### config.mk
export PLATFORM = sky130hd
export DESIGN_NAME = page_buffer_pool_lru_top
export DESIGN_NICKNAME = d
export VERILOG_FILES = /design/src/hdl/pbp_pkg.sv /design/src/hdl/page_buffer_pool_lru_top.sv /design/src/hdl/pbp_ram.sv
export SDC_FILE = /design/constraint.sdc
export NUM_CORES = 2
export LEC_CHECK = 0
export BUFFER_PORTS_ARGS = -buffer_cell sky130_fd_sc_hd__buf_2
export CAP_MARGIN = 0
export CORE_UTILIZATION = 50
export CTS_CLUSTER_SIZE = 16
export DETAILED_ROUTE_END_ITERATION = 8
export PLACE_DENSITY = 0.62
export SLEW_MARGIN = 20
export SYNTH_ARGS = -nofsm -noshare
export SYNTH_HDL_FRONTEND = slang
export SYNTH_SLANG_ARGS = --single-unit
### constraint.sdc
create_clock -name i_clk -period 23.7 [get_ports i_clk]
set_clock_uncertainty 0.15 [all_clocks]
set_input_delay 1.185 -clock i_clk [delete_from_list [all_inputs] [get_ports i_clk]]
set_output_delay 1.185 -clock i_clk [all_outputs]
set_load 0.005 [all_outputs]
### src/hdl/pbp_pkg.sv
// shared types and constants for the page buffer pool with lru replacement
// no dependencies

package pbp_pkg;

    localparam int NUM_FRAMES = 16;
    localparam int MAX_PINS   = 255;
    localparam int PAGE_W     = 31;
    localparam int OP_W       = 3;
    localparam int FRAME_W    = $clog2(NUM_FRAMES);
    localparam int CNT_W      = $clog2(NUM_FRAMES + 1);
    localparam int PIN_W      = $clog2(MAX_PINS + 1);

    typedef enum logic [OP_W-1:0] {
        OP_FETCH  = 3'd0,
        OP_NEW    = 3'd1,
        OP_UNPIN  = 3'd2,
        OP_FLUSH  = 3'd3,
        OP_DELETE = 3'd4
    } t_op;

    typedef enum logic [1:0] {
        ST_OK       = 2'd0,
        ST_NOT_RES  = 2'd1,
        ST_NO_FRAME = 2'd2,
        ST_PIN_ERR  = 2'd3
    } t_status;

    typedef enum logic [3:0] {
        S_IDLE,
        S_LOOK_RD,
        S_LOOK_CMP,
        S_DECIDE,
        S_TAKE,
        S_EVICT,
        S_FILL,
        S_LRU_SCAN,
        S_LRU_PUSH,
        S_DONE
    } t_state;

    typedef struct packed {
        logic [OP_W-1:0]   opcode;
        logic [PAGE_W-1:0] page_id;
        logic [PAGE_W-1:0] allocated_page;
        logic              mark_dirty;
    } t_req;

    typedef struct packed {
        logic [1:0]         status;
        logic [FRAME_W-1:0] frame;
        logic               disk_write_valid;
        logic [PAGE_W-1:0]  disk_write_page;
        logic               disk_read_valid;
    } t_rsp;

endpackage

### src/hdl/page_buffer_pool_lru_top.sv
// flow from input transfer to result valid: a lookup scan that reads and compares each frame
// in turn until a hit (ram read, compare), a replacer scan over the lru entries, and the sequencing states;
// fetch, unpin, flush and delete run the lookup scan, new page skips it, an unknown opcode
// goes straight to the result; the result waits while the result register is stalled
// throughput: one request at a time, the next transfer accepted in the cycle after the result loads
// reset: frame table and replacer empty, free list holds all frames in order

module page_buffer_pool_lru_top (
    input  logic         i_clk,
    input  logic         i_rst_n,
    input  logic         i_in_valid,
    output logic         o_in_stall,
    input  pbp_pkg::t_req i_in_data,
    output logic         o_out_valid,
    input  logic         i_out_stall,
    output pbp_pkg::t_rsp o_out_data
);

    import pbp_pkg::*;

    t_state              r_state, n_state;
    logic [OP_W-1:0]     r_op, n_op;
    logic [PAGE_W-1:0]   r_page, n_page;
    logic [PAGE_W-1:0]   r_alloc, n_alloc;
    logic                r_mark, n_mark;
    logic [FRAME_W-1:0]  r_idx, n_idx;
    logic [FRAME_W-1:0]  r_frame, n_frame;
    logic                r_hit, n_hit;
    logic                r_push, n_push;
    t_rsp                r_res, n_res;
    logic                r_out_valid, n_out_valid;
    t_rsp                r_out, n_out;

    logic                r_fvalid [NUM_FRAMES];
    logic                n_fvalid [NUM_FRAMES];
    logic [PIN_W-1:0]    r_pins   [NUM_FRAMES];
    logic [PIN_W-1:0]    n_pins   [NUM_FRAMES];
    logic                r_dirty  [NUM_FRAMES];
    logic                n_dirty  [NUM_FRAMES];
    logic [FRAME_W-1:0]  r_fq     [NUM_FRAMES];
    logic [FRAME_W-1:0]  n_fq     [NUM_FRAMES];
    logic [FRAME_W-1:0]  r_fq_head, n_fq_head;
    logic [CNT_W-1:0]    r_fq_cnt, n_fq_cnt;
    logic [FRAME_W-1:0]  r_lru    [NUM_FRAMES];
    logic [FRAME_W-1:0]  n_lru    [NUM_FRAMES];
    logic [CNT_W-1:0]    r_lru_cnt, n_lru_cnt;

    logic                ram_we;
    logic [FRAME_W-1:0]  ram_raddr;
    logic [PAGE_W-1:0]   ram_wdata;
    logic [PAGE_W-1:0]   ram_rdata;

    logic [FRAME_W:0]    fq_tail;
    logic [FRAME_W-1:0]  fq_tail_idx;
    logic                in_xfer;
    logic                out_free;
    logic [FRAME_W-1:0]  shift_from;
    logic                do_shift;

    pbp_ram #(
        .WIDTH (PAGE_W),
        .DEPTH (NUM_FRAMES)
    ) u_page_ram (
        .i_clk   (i_clk),
        .i_we    (ram_we),
        .i_waddr (r_frame),
        .i_wdata (ram_wdata),
        .i_raddr (ram_raddr),
        .o_rdata (ram_rdata)
    );

    assign in_xfer   = i_in_valid && !o_in_stall;
    assign out_free  = !r_out_valid || !i_out_stall;
    assign ram_wdata = (r_op == OP_FETCH) ? r_page : r_alloc;

    always_comb begin
        fq_tail = {1'b0, r_fq_head} + r_fq_cnt[FRAME_W:0];
        if (fq_tail >= (FRAME_W+1)'(NUM_FRAMES)) begin
            fq_tail = fq_tail - (FRAME_W+1)'(NUM_FRAMES);
        end
        fq_tail_idx = fq_tail[FRAME_W-1:0];
    end

    always_comb begin
        n_state     = r_state;
        n_op        = r_op;
        n_page      = r_page;
        n_alloc     = r_alloc;
        n_mark      = r_mark;
        n_idx       = r_idx;
        n_frame     = r_frame;
        n_hit       = r_hit;
        n_push      = r_push;
        n_res       = r_res;
        n_out_valid = r_out_valid && i_out_stall;
        n_out       = r_out;
        n_fvalid    = r_fvalid;
        n_pins      = r_pins;
        n_dirty     = r_dirty;
        n_fq        = r_fq;
        n_fq_head   = r_fq_head;
        n_fq_cnt    = r_fq_cnt;
        n_lru       = r_lru;
        n_lru_cnt   = r_lru_cnt;
        ram_we      = 1'b0;
        ram_raddr   = r_idx;
        o_in_stall  = 1'b1;
        do_shift    = 1'b0;
        shift_from  = '0;

        case (r_state)
            S_IDLE: begin
                o_in_stall = 1'b0;
                if (i_in_valid) begin
                    n_op    = i_in_data.opcode;
                    n_page  = i_in_data.page_id;
                    n_alloc = i_in_data.allocated_page;
                    n_mark  = i_in_data.mark_dirty;
                    n_idx   = '0;
                    n_hit   = 1'b0;
                    n_push  = 1'b0;
                    n_res   = '{status: ST_NOT_RES, default: '0};
                    case (i_in_data.opcode)
                        OP_NEW: begin
                            n_state = S_TAKE;
                        end
                        OP_FETCH, OP_UNPIN, OP_FLUSH, OP_DELETE: begin
                            n_state = S_LOOK_RD;
                        end
                        default: begin
                            n_state = S_DONE;
                        end
                    endcase
                end
            end
            S_LOOK_RD: begin
                n_state = S_LOOK_CMP;
            end
            S_LOOK_CMP: begin
                if (r_fvalid[r_idx] && ram_rdata == r_page) begin
                    n_hit   = 1'b1;
                    n_frame = r_idx;
                    n_state = S_DECIDE;
                end else if (r_idx == FRAME_W'(NUM_FRAMES - 1)) begin
                    n_state = S_DECIDE;
                end else begin
                    n_idx   = r_idx + 1'b1;
                    n_state = S_LOOK_RD;
                end
            end
            S_DECIDE: begin
                n_idx   = '0;
                n_state = S_DONE;
                case (r_op)
                    OP_FETCH: begin
                        if (!r_hit) begin
                            n_state = S_TAKE;
                        end else if (r_pins[r_frame] >= PIN_W'(MAX_PINS)) begin
                            n_res.status = ST_PIN_ERR;
                        end else begin
                            n_pins[r_frame] = r_pins[r_frame] + 1'b1;
                            n_res.status    = ST_OK;
                            n_res.frame     = r_frame;
                            n_state         = S_LRU_SCAN;
                        end
                    end
                    OP_UNPIN: begin
                        if (r_hit) begin
                            if (r_pins[r_frame] == '0) begin
                                n_res.status = ST_PIN_ERR;
                            end else begin
                                n_pins[r_frame] = r_pins[r_frame] - 1'b1;
                                if (r_mark) begin
                                    n_dirty[r_frame] = 1'b1;
                                end
                                n_res.status = ST_OK;
                                n_res.frame  = r_frame;
                                if (r_pins[r_frame] == PIN_W'(1)) begin
                                    n_push  = 1'b1;
                                    n_state = S_LRU_SCAN;
                                end
                            end
                        end
                    end
                    OP_FLUSH: begin
                        if (r_hit) begin
                            n_res.disk_write_valid = 1'b1;
                            n_res.disk_write_page  = r_page;
                            n_dirty[r_frame]       = 1'b0;
                            n_res.status           = ST_OK;
                            n_res.frame            = r_frame;
                        end
                    end
                    OP_DELETE: begin
                        if (r_hit) begin
                            if (r_pins[r_frame] != '0) begin
                                n_res.status = ST_PIN_ERR;
                            end else begin
                                n_fvalid[r_frame] = 1'b0;
                                n_dirty[r_frame]  = 1'b0;
                                if (r_fq_cnt < CNT_W'(NUM_FRAMES)) begin
                                    n_fq[fq_tail_idx] = r_frame;
                                    n_fq_cnt          = r_fq_cnt + 1'b1;
                                end
                                n_res.status = ST_OK;
                                n_res.frame  = r_frame;
                                n_state      = S_LRU_SCAN;
                            end
                        end
                    end
                    default: begin
                        n_state = S_DONE;
                    end
                endcase
            end
            S_TAKE: begin
                if (r_fq_cnt != '0) begin
                    n_frame  = r_fq[r_fq_head];
                    n_fq_cnt = r_fq_cnt - 1'b1;
                    if (r_fq_head == FRAME_W'(NUM_FRAMES - 1)) begin
                        n_fq_head = '0;
                    end else begin
                        n_fq_head = r_fq_head + 1'b1;
                    end
                    n_state = S_FILL;
                end else if (r_lru_cnt != '0) begin
                    n_frame    = r_lru[0];
                    ram_raddr  = r_lru[0];
                    do_shift   = 1'b1;
                    shift_from = '0;
                    n_lru_cnt  = r_lru_cnt - 1'b1;
                    n_state    = S_EVICT;
                end else begin
                    n_res.status = ST_NO_FRAME;
                    n_state      = S_DONE;
                end
            end
            S_EVICT: begin
                if (r_fvalid[r_frame] && r_dirty[r_frame]) begin
                    n_res.disk_write_valid = 1'b1;
                    n_res.disk_write_page  = ram_rdata;
                end
                n_state = S_FILL;
            end
            S_FILL: begin
                ram_we                = 1'b1;
                n_fvalid[r_frame]     = 1'b1;
                n_pins[r_frame]       = PIN_W'(1);
                n_dirty[r_frame]      = 1'b0;
                n_res.status          = ST_OK;
                n_res.frame           = r_frame;
                n_res.disk_read_valid = (r_op == OP_FETCH);
                n_state               = S_DONE;
            end
            S_LRU_SCAN: begin
                if (r_lru_cnt == '0) begin
                    n_state = r_push ? S_LRU_PUSH : S_DONE;
                end else if (r_lru[r_idx] == r_frame) begin
                    do_shift   = 1'b1;
                    shift_from = r_idx;
                    n_lru_cnt  = r_lru_cnt - 1'b1;
                    n_state    = r_push ? S_LRU_PUSH : S_DONE;
                end else if (CNT_W'(r_idx) + 1'b1 == r_lru_cnt) begin
                    n_state = r_push ? S_LRU_PUSH : S_DONE;
                end else begin
                    n_idx = r_idx + 1'b1;
                end
            end
            S_LRU_PUSH: begin
                if (r_lru_cnt < CNT_W'(NUM_FRAMES)) begin
                    n_lru[r_lru_cnt[FRAME_W-1:0]] = r_frame;
                    n_lru_cnt                     = r_lru_cnt + 1'b1;
                end
                n_state = S_DONE;
            end
            S_DONE: begin
                if (out_free) begin
                    n_out       = r_res;
                    n_out_valid = 1'b1;
                    n_state     = S_IDLE;
                end
            end
            default: begin
                n_state = S_IDLE;
            end
        endcase

        if (do_shift) begin
            for (int j = 0; j < NUM_FRAMES - 1; j++) begin
                if (FRAME_W'(j) >= shift_from) begin
                    n_lru[j] = r_lru[j+1];
                end
            end
        end
    end

    always_ff @(posedge i_clk) begin
        if (!i_rst_n) begin
            r_state     <= S_IDLE;
            r_out_valid <= 1'b0;
            r_fq_head   <= '0;
            r_fq_cnt    <= CNT_W'(NUM_FRAMES);
            r_lru_cnt   <= '0;
            for (int f = 0; f < NUM_FRAMES; f++) begin
                r_fvalid[f] <= 1'b0;
                r_pins[f]   <= '0;
                r_dirty[f]  <= 1'b0;
                r_fq[f]     <= FRAME_W'(f);
            end
        end else begin
            r_state     <= n_state;
            r_out_valid <= n_out_valid;
            r_fq_head   <= n_fq_head;
            r_fq_cnt    <= n_fq_cnt;
            r_lru_cnt   <= n_lru_cnt;
            r_fvalid    <= n_fvalid;
            r_pins      <= n_pins;
            r_dirty     <= n_dirty;
            r_fq        <= n_fq;
        end
    end

    always_ff @(posedge i_clk) begin
        r_op    <= n_op;
        r_page  <= n_page;
        r_alloc <= n_alloc;
        r_mark  <= n_mark;
        r_idx   <= n_idx;
        r_frame <= n_frame;
        r_hit   <= n_hit;
        r_push  <= n_push;
        r_res   <= n_res;
        r_out   <= n_out;
        r_lru   <= n_lru;
    end

    assign o_out_valid = r_out_valid;
    assign o_out_data  = r_out;

    // free list and replacer never hold more than the pool
    a_fq_bound: assert property (@(posedge i_clk) disable iff (!i_rst_n)
        r_fq_cnt <= CNT_W'(NUM_FRAMES))
        else $error("free list count above pool size");

    a_lru_bound: assert property (@(posedge i_clk) disable iff (!i_rst_n)
        r_lru_cnt <= CNT_W'(NUM_FRAMES))
        else $error("lru count above pool size");

    // an accepted request leaves idle
    a_busy: assert property (@(posedge i_clk) disable iff (!i_rst_n)
        in_xfer |=> r_state != S_IDLE)
        else $error("sequencer stayed idle after input transfer");

    // a disk read only comes with a successful fetch
    a_read_ok: assert property (@(posedge i_clk) disable iff (!i_rst_n)
        r_out_valid && r_out.disk_read_valid |-> r_out.status == ST_OK)
        else $error("disk read with failing status");

    // a result is loaded only when the output register is free
    a_no_overwrite: assert property (@(posedge i_clk) disable iff (!i_rst_n)
        r_out_valid && i_out_stall |=> r_out_valid && $stable(r_out))
        else $error("stalled result overwritten");

endmodule

### src/hdl/pbp_ram.sv
// generic single write port ram with one registered read port
// no dependencies

module pbp_ram #(
    parameter int WIDTH = 8,
    parameter int DEPTH = 16
) (
    input  logic                     i_clk,
    input  logic                     i_we,
    input  logic [$clog2(DEPTH)-1:0] i_waddr,
    input  logic [WIDTH-1:0]         i_wdata,
    input  logic [$clog2(DEPTH)-1:0] i_raddr,
    output logic [WIDTH-1:0]         o_rdata
);

    logic [WIDTH-1:0] r_mem [DEPTH];
    logic [WIDTH-1:0] r_rdata;

    always_ff @(posedge i_clk) begin
        if (i_we) begin
            r_mem[i_waddr] <= i_wdata;
        end
        r_rdata <= r_mem[i_raddr];
    end

    assign o_rdata = r_rdata;

endmodule
After elaboration in Yosys (flattened, before gate mapping):

Memories as Yosys holds them, arrays and structs flattened. A register that Yosys moved wholly into a read port is not among the register bits.
Index checks and enable logic that the tools add are counted.
Widths: inputs -> output; s select.

* bitwise logic cells: 14
* multiplexer cells: 157
* reductions and logical operators: 49
* magnitude comparators: 27
* shift-type cells: 0
* equal/unequal tests: 58
* add/subtract/negate cells: 11
* $mul: 0
* div/mod/pow operators: 0

Operator list (count)
* $mux 128: 4
* $pmux 128 s2: 2
* $bwmux 128: 2
* $mux 4: 55
* $mux 16: 9
* $bwmux 64: 2
* $mux 64: 2
* $and 112x112->112: 1
* $not 112->112: 1
* $pmux 32 s3: 1
* $mux 32: 2
* $pmux 16 s2: 2
* $mux 60: 1
* $mux 5: 10
* $or 16x16->16: 3
* $pmux 16 s3: 1
* $ne 2x2->1 const B: 20
* $mux 39: 1
* $mux 38: 1
* $pmux 4 s9: 1
* $and 16x16->16: 2
* $bmux 4 s4: 2
* $bmux 8 s4: 1
* $demux 4 s4: 2
* other kinds (75): 188

* memories: 1
* latch bits: 0
* register bits after elaboration: 461
* output and inout port bits: 41
* input port bits: 70
* logic and storage cells: 420
* RAM bits: 496
* memory bits (read-only): 0

Memory list
* u_page_ram.r_mem: depth 16, bits a word 31, rd ports 1, clocked after Yosys merged registers in 1, write ports 1, line pbp_ram.sv:16 `logic [WIDTH-1:0] r_mem [DEPTH];`

Depth between registers and ports, before layout:

* word-level depth: 11
* mapped depth: 16
* mapped depth without buffers: 11

Modules after synthesis:

From an unflattened synthesis, not the netlist that was laid out.

* cell total of the unflattened synthesis: 2729
* area, all modules: 40980.6 µm²

Modules (own cells, without submodules)
* page_buffer_pool_lru_top: times used 1, area each 21732.1 µm², seq. area each 10810.4 µm², cells each 1917
* pbp_ram: times used 1, area each 19248.5 µm², seq. area each 15514.9 µm², cells each 812

Least setup slack after synthesis:

Ideal clock, no wire load.

* path kind: register to register
* start: register r_frame[1]
* end: register r_res[10] in the netlist's numbering, enable pin
* setup slack: 16.068 ns
* cell stages (with the launch flop): 10
* arrival time: 6.888 ns
* setup time: 0.594 ns
* required time: 22.956 ns
* cell sequence: edfxtp_1 > clkbuf_1 > buf_2 > buf_2 > clkbuf_1 > a31oi_1 > a211oi_1 > a211o_1 > a21oi_1 > a2111oi_0

* cells in the longest elaborated chain, start to end: 7
* elaborated cells on any way between the ends: 10
* those cells by class: 1 x eq/ne; 6 x mux; 1 x bitwise; 2 x reduce/logical

Ends and longest elaborated chain
* start, declared: line page_buffer_pool_lru_top.sv:27 `logic [FRAME_W-1:0] r_frame, n_frame;`
* start signal, assigned: line page_buffer_pool_lru_top.sv:329 `r_frame <= n_frame;`
* $not 4->5 (not written as such) *: line page_buffer_pool_lru_top.sv:239 `if (r_fvalid[r_frame] && r_dirty[r_frame]) begin`
* $bmux 1 s4: line page_buffer_pool_lru_top.sv:239
* $mux 1 (not written as such) (2 in series): line page_buffer_pool_lru_top.sv:239
* $logic_and 1x1->1 *: line page_buffer_pool_lru_top.sv:239
* $ne 2x2->1 (no line) *
* $reduce_and 5->1 (no line) *
* end signal, assigned: line page_buffer_pool_lru_top.sv:332 `r_res <= n_res;`
* end, declared: line page_buffer_pool_lru_top.sv:30 `t_rsp r_res, n_res;`

Every way passes the cells marked *; elsewhere a longest branch is shown, timed or not. The select of a mux whose other input is x is not followed.
A chain may end at the register's enable or synchronous reset.

Worst setup path after layout:

* start: register r_state[2]
* end: register u_page_ram.r_rdata[7] (netlist: u_page_ram.o_rdata[7]) (read register of u_page_ram.r_mem)

* cells in the longest elaborated chain, start to end: 2

Ends and longest elaborated chain
* start, declared: line page_buffer_pool_lru_top.sv:21 `t_state r_state, n_state;`
* start signal, assigned: line page_buffer_pool_lru_top.sv:311 `r_state <= n_state;`
* $eq 4x3->1: line page_buffer_pool_lru_top.sv:111 `case (r_state)`
* $mux 4: line page_buffer_pool_lru_top.sv:111
* end, declared: line pbp_ram.sv:17 `logic [WIDTH-1:0] r_rdata;`

Every way passes these cells.

==> flow_summary.yaml <==
power:
  pwr-share-clk_pct: 34.5
  power.density_nw_per_um2: 102
  p_seq_share_pct: 45.7
  p_leak_nw: 15.7
  switching_power_mw: 1.31
  p_comb_share_pct: 19.8
  switching_share_pct: 28.1
  ir_drop_mv: 0.0786
  internal_power_mw: 3.34
critical_path:
  r2r_setup_slack_ps: 17540
  crit_type: "register to register"
  r2r-end: "u_page_ram.o_rdata[7]$_DFF_P_"
  crit_required_ps: 24040
  startpoint: "r_state[2]$_SDFFE_PN0P_"
  crit_fanout: 51
  r2r-start: "r_state[2]$_SDFFE_PN0P_"
  critical_path_arrival_ps: 6500
  crit_path_end: "u_page_ram.o_rdata[7]$_DFF_P_"
  r2r_cells: 12
  worstSetupStartpointType: "register"
  crit_path_end_kind: "register"
sta:
  rsz0062_at_grt: "no"
  finalSetupViolCount: 0
  drv_slew: 0
  hold_viol_final: 0
  slew-limit-headroom_pct: 24.5
  post-route-period-util_pct: 26.0
  min_period_ps: 6160
  max_freq_ghz: 0.162
  setup_tns_ps: 0
  tightestPinTransition_ps: 1130
detailed_routing:
  via_per_inst: 6.17
  wirelength_um: 104000
  dr.pass1.iters: 8
  vias: 25000
  drc: 8
  drt_iter0_drc: 2327
  wl_per_cell_um: 25.5
  antenna_left: 0
clock_network:
  cts_buffers: 98
  postCtsSetupBuffers: 0
  cts-root-buf: "clkbuf_16"
  clk_path_buf_depth: 3
  clk_latency_ps: 670
  cts_resized: 0
  cts_hold_buf: 0
  cts_tree: "yes"
  cts_num_sinks: 988
  cts.clk_slew.worst_paths_ps: 60
  htree_levels: 3
synth:
  syn_area_um2: 40800
  synth_top_family_by_area: "multiplexers"
  yosys-mux-area-fraction_pct: 15.8
  synthAdderAreaFrac_pct: 0.638
  ys_ff_latch: 988
  ys_seq_area_share_pct: 64.5
  synth-edff-count: 654
  syn_nets: 2938
  ys_async_sr_fraction_pct: 0
  synth_compound_area_share_pct: 7.64
  yosys.area_share.simple_pct: 7.77
  synth_cell_types: 74
  netlist_instances: 2849
  synth_warnings: 0
  dominantRegCellSynth: "edfxtp_1"
  synth.avg_cell_area_um2: 14.3
  synthXorXnorAreaFrac_pct: 1.33
hold_path:
  worstHoldStart: "r_res[20]$_SDFFCE_PN0P_"
  hp-class: "register to register"
finish:
  nets: 3005
  area_growth_syn_to_layout_pct: 11.8
  fin_cells: 4058
  fillers: 6405
  mostFrequentLayoutCells: "654 x edfxtp_1, 334 x dfxtp_1, 280 x nand2_1, 202 x mux4_2, 175 x o21ai_0"
  n_antenna_cell: 0
  final_common_cell: "edfxtp_1"
  drive_gt1_share_pct: 21.0
floorplan:
  die_h_um: 288
  initial_core_util_pct: 50.6
  ioPinCount: 111
  core_um2: 80700
  die_width_um: 288
  die_area_um2: 82700
  placementRows: 104
job:
  drv_cap: 0
placement:
  port_buffers: 110
  dp.cells: 3876
  place_hpwl_um: 60400
  routabilityCongestion: 0.888
global_routing:
  grt_max_degree: 78
  antenna_found_initial: 0
  grt_pass1_vias: 25200
  grt_pass1_wl_um: 156000
  grt-ovfl-total: 0
  track_usage_pct: 25.2
status:
  status: "finished with violations"
  violations: "DRC"
==> synth_stat cells, drive strengths merged (3+ instances only) <==
cell    number  share of area, %
o21ai      176               2.2
nor3        19              0.23
nand3b       4             0.074
dfxtp      334                16
mux2        78               2.2
a22o        31              0.67
a41oi        3             0.064
nor3b        3             0.055
mux2i      103               2.5
and2        42              0.64
xor2        12              0.26
a31oi       36              0.57
xnor2       50               1.1
nand2b       7              0.11
a32oi        3             0.064
o221a       16              0.44
edfxtp     654                48
and3         6             0.092
inv         38              0.35
o22ai        3             0.046
a32o        15              0.37
a21oi       99               1.2
nand2      282               2.6
a211oi      36              0.66
and4         4             0.086
buf         58              0.73
nor4        16              0.33
mux4       202                11
fa           3              0.15
nor2b       10              0.15
o211ai      34              0.63
or3          4             0.074
nand4       23              0.35
a21o        10              0.19
or2          4             0.061
ha          16              0.49
a22oi        6              0.11
nor2       135               1.2
clkbuf     124               1.1
nand3      127               1.6
==> through the flow <==
step	util (%)	setup slack, ps	hold WS, ps	power (mW)	instance area [um2]
2_1_floorplan	-	16070	250	2.80	40800
3_3_place_gp	52.4	17740	254	3.07	42300
3_5_place_dp	52.4	17500	255	3.09	42300
4_1_cts	56.5	17430	269	4.68	45600
5_1_grt	56.5	16970	275	4.82	45600
6_report	56.5	17540	268	4.65	45600
==> critical path, stage by stage (launching register included) <==
cell and delay, ps:
dfxtp_1 540, nor2b_1 300, nand2_1 310, inv_1 300, nand3_1 560, mux2i_4 320
buf_4 570, buf_4 810, buf_4 890, mux4_2 590, and2_1 170, a211oi_1 280
a31oi_1 100
==> cell families after synthesis <==
group	after synthesis
DFF	988
and+or+nand+nor	690
AOI/OAI and AO/OA	486
muxes	383
buffers and inverters	221
xor gates and xnor gates	62
adders and majority gates	19
==> per-layer routing <==
layer | track usage [%] | up-vias | share of wire [%]
met5 | 0 | - | 0
met4 | 7.55 | 0 | 2.6
met3 | 3.75 | 177 | 6.1
met2 | 40.8 | 917 | 48
met1 | 35.1 | 12900 | 43
li1 | - | 11100 | -
==> how the worst min path moves through the flow <==
| stage | cells after the start | endpoint | slack (ps) |
|---|---|---|---|
| floorplan | 0 | o_out_data[0]$_DFFE_PP_ | 250 |
| global placement | 0 | o_out_data[21]$_DFFE_PP_ | 250 |
| detailed placement | 0 | o_out_data[20]$_DFFE_PP_ | 260 |
| CTS | 0 | o_out_data[20]$_DFFE_PP_ | 270 |
| global route | 0 | o_out_data[37]$_DFFE_PP_ | 280 |
| finish | 0 | o_out_data[20]$_DFFE_PP_ | 270 |
==> flip-flops by register name (all words and copies together) (netlist names), 31 cells and up, named ones only <==
signal and flops:
u_page_ram.o_rdata 31, r_page 31, r_pins 128, r_res 39, r_lru 64, o_out_data 39, u_page_ram.r_mem 496, r_alloc 31
r_fq 64
==> power by group through the flow <==
stage               combinational [mW]  clock [mW]  sequential (mW)
floorplan                        0.675           0             2.12
global placement                 0.908           0             2.16
detailed placement               0.927           0             2.16
CTS                              0.931        1.63             2.13
global route                     0.996        1.69             2.14
finish                           0.921        1.60             2.13
==> area by class of cell <==
class                      count  area, um2  share of cell area (%)
timing repair buffer         149        846                    1.85
multi-input combinational   1640      13600                    29.9
clock buffer                 132       2700                    5.91
sequential                   988      26300                    57.7
inverter                      39        149                   0.326
tap                         1060       1330                    2.91
clock inverter                50        638                    1.40
No activity file was read; power rests on OpenSTA's default activity.
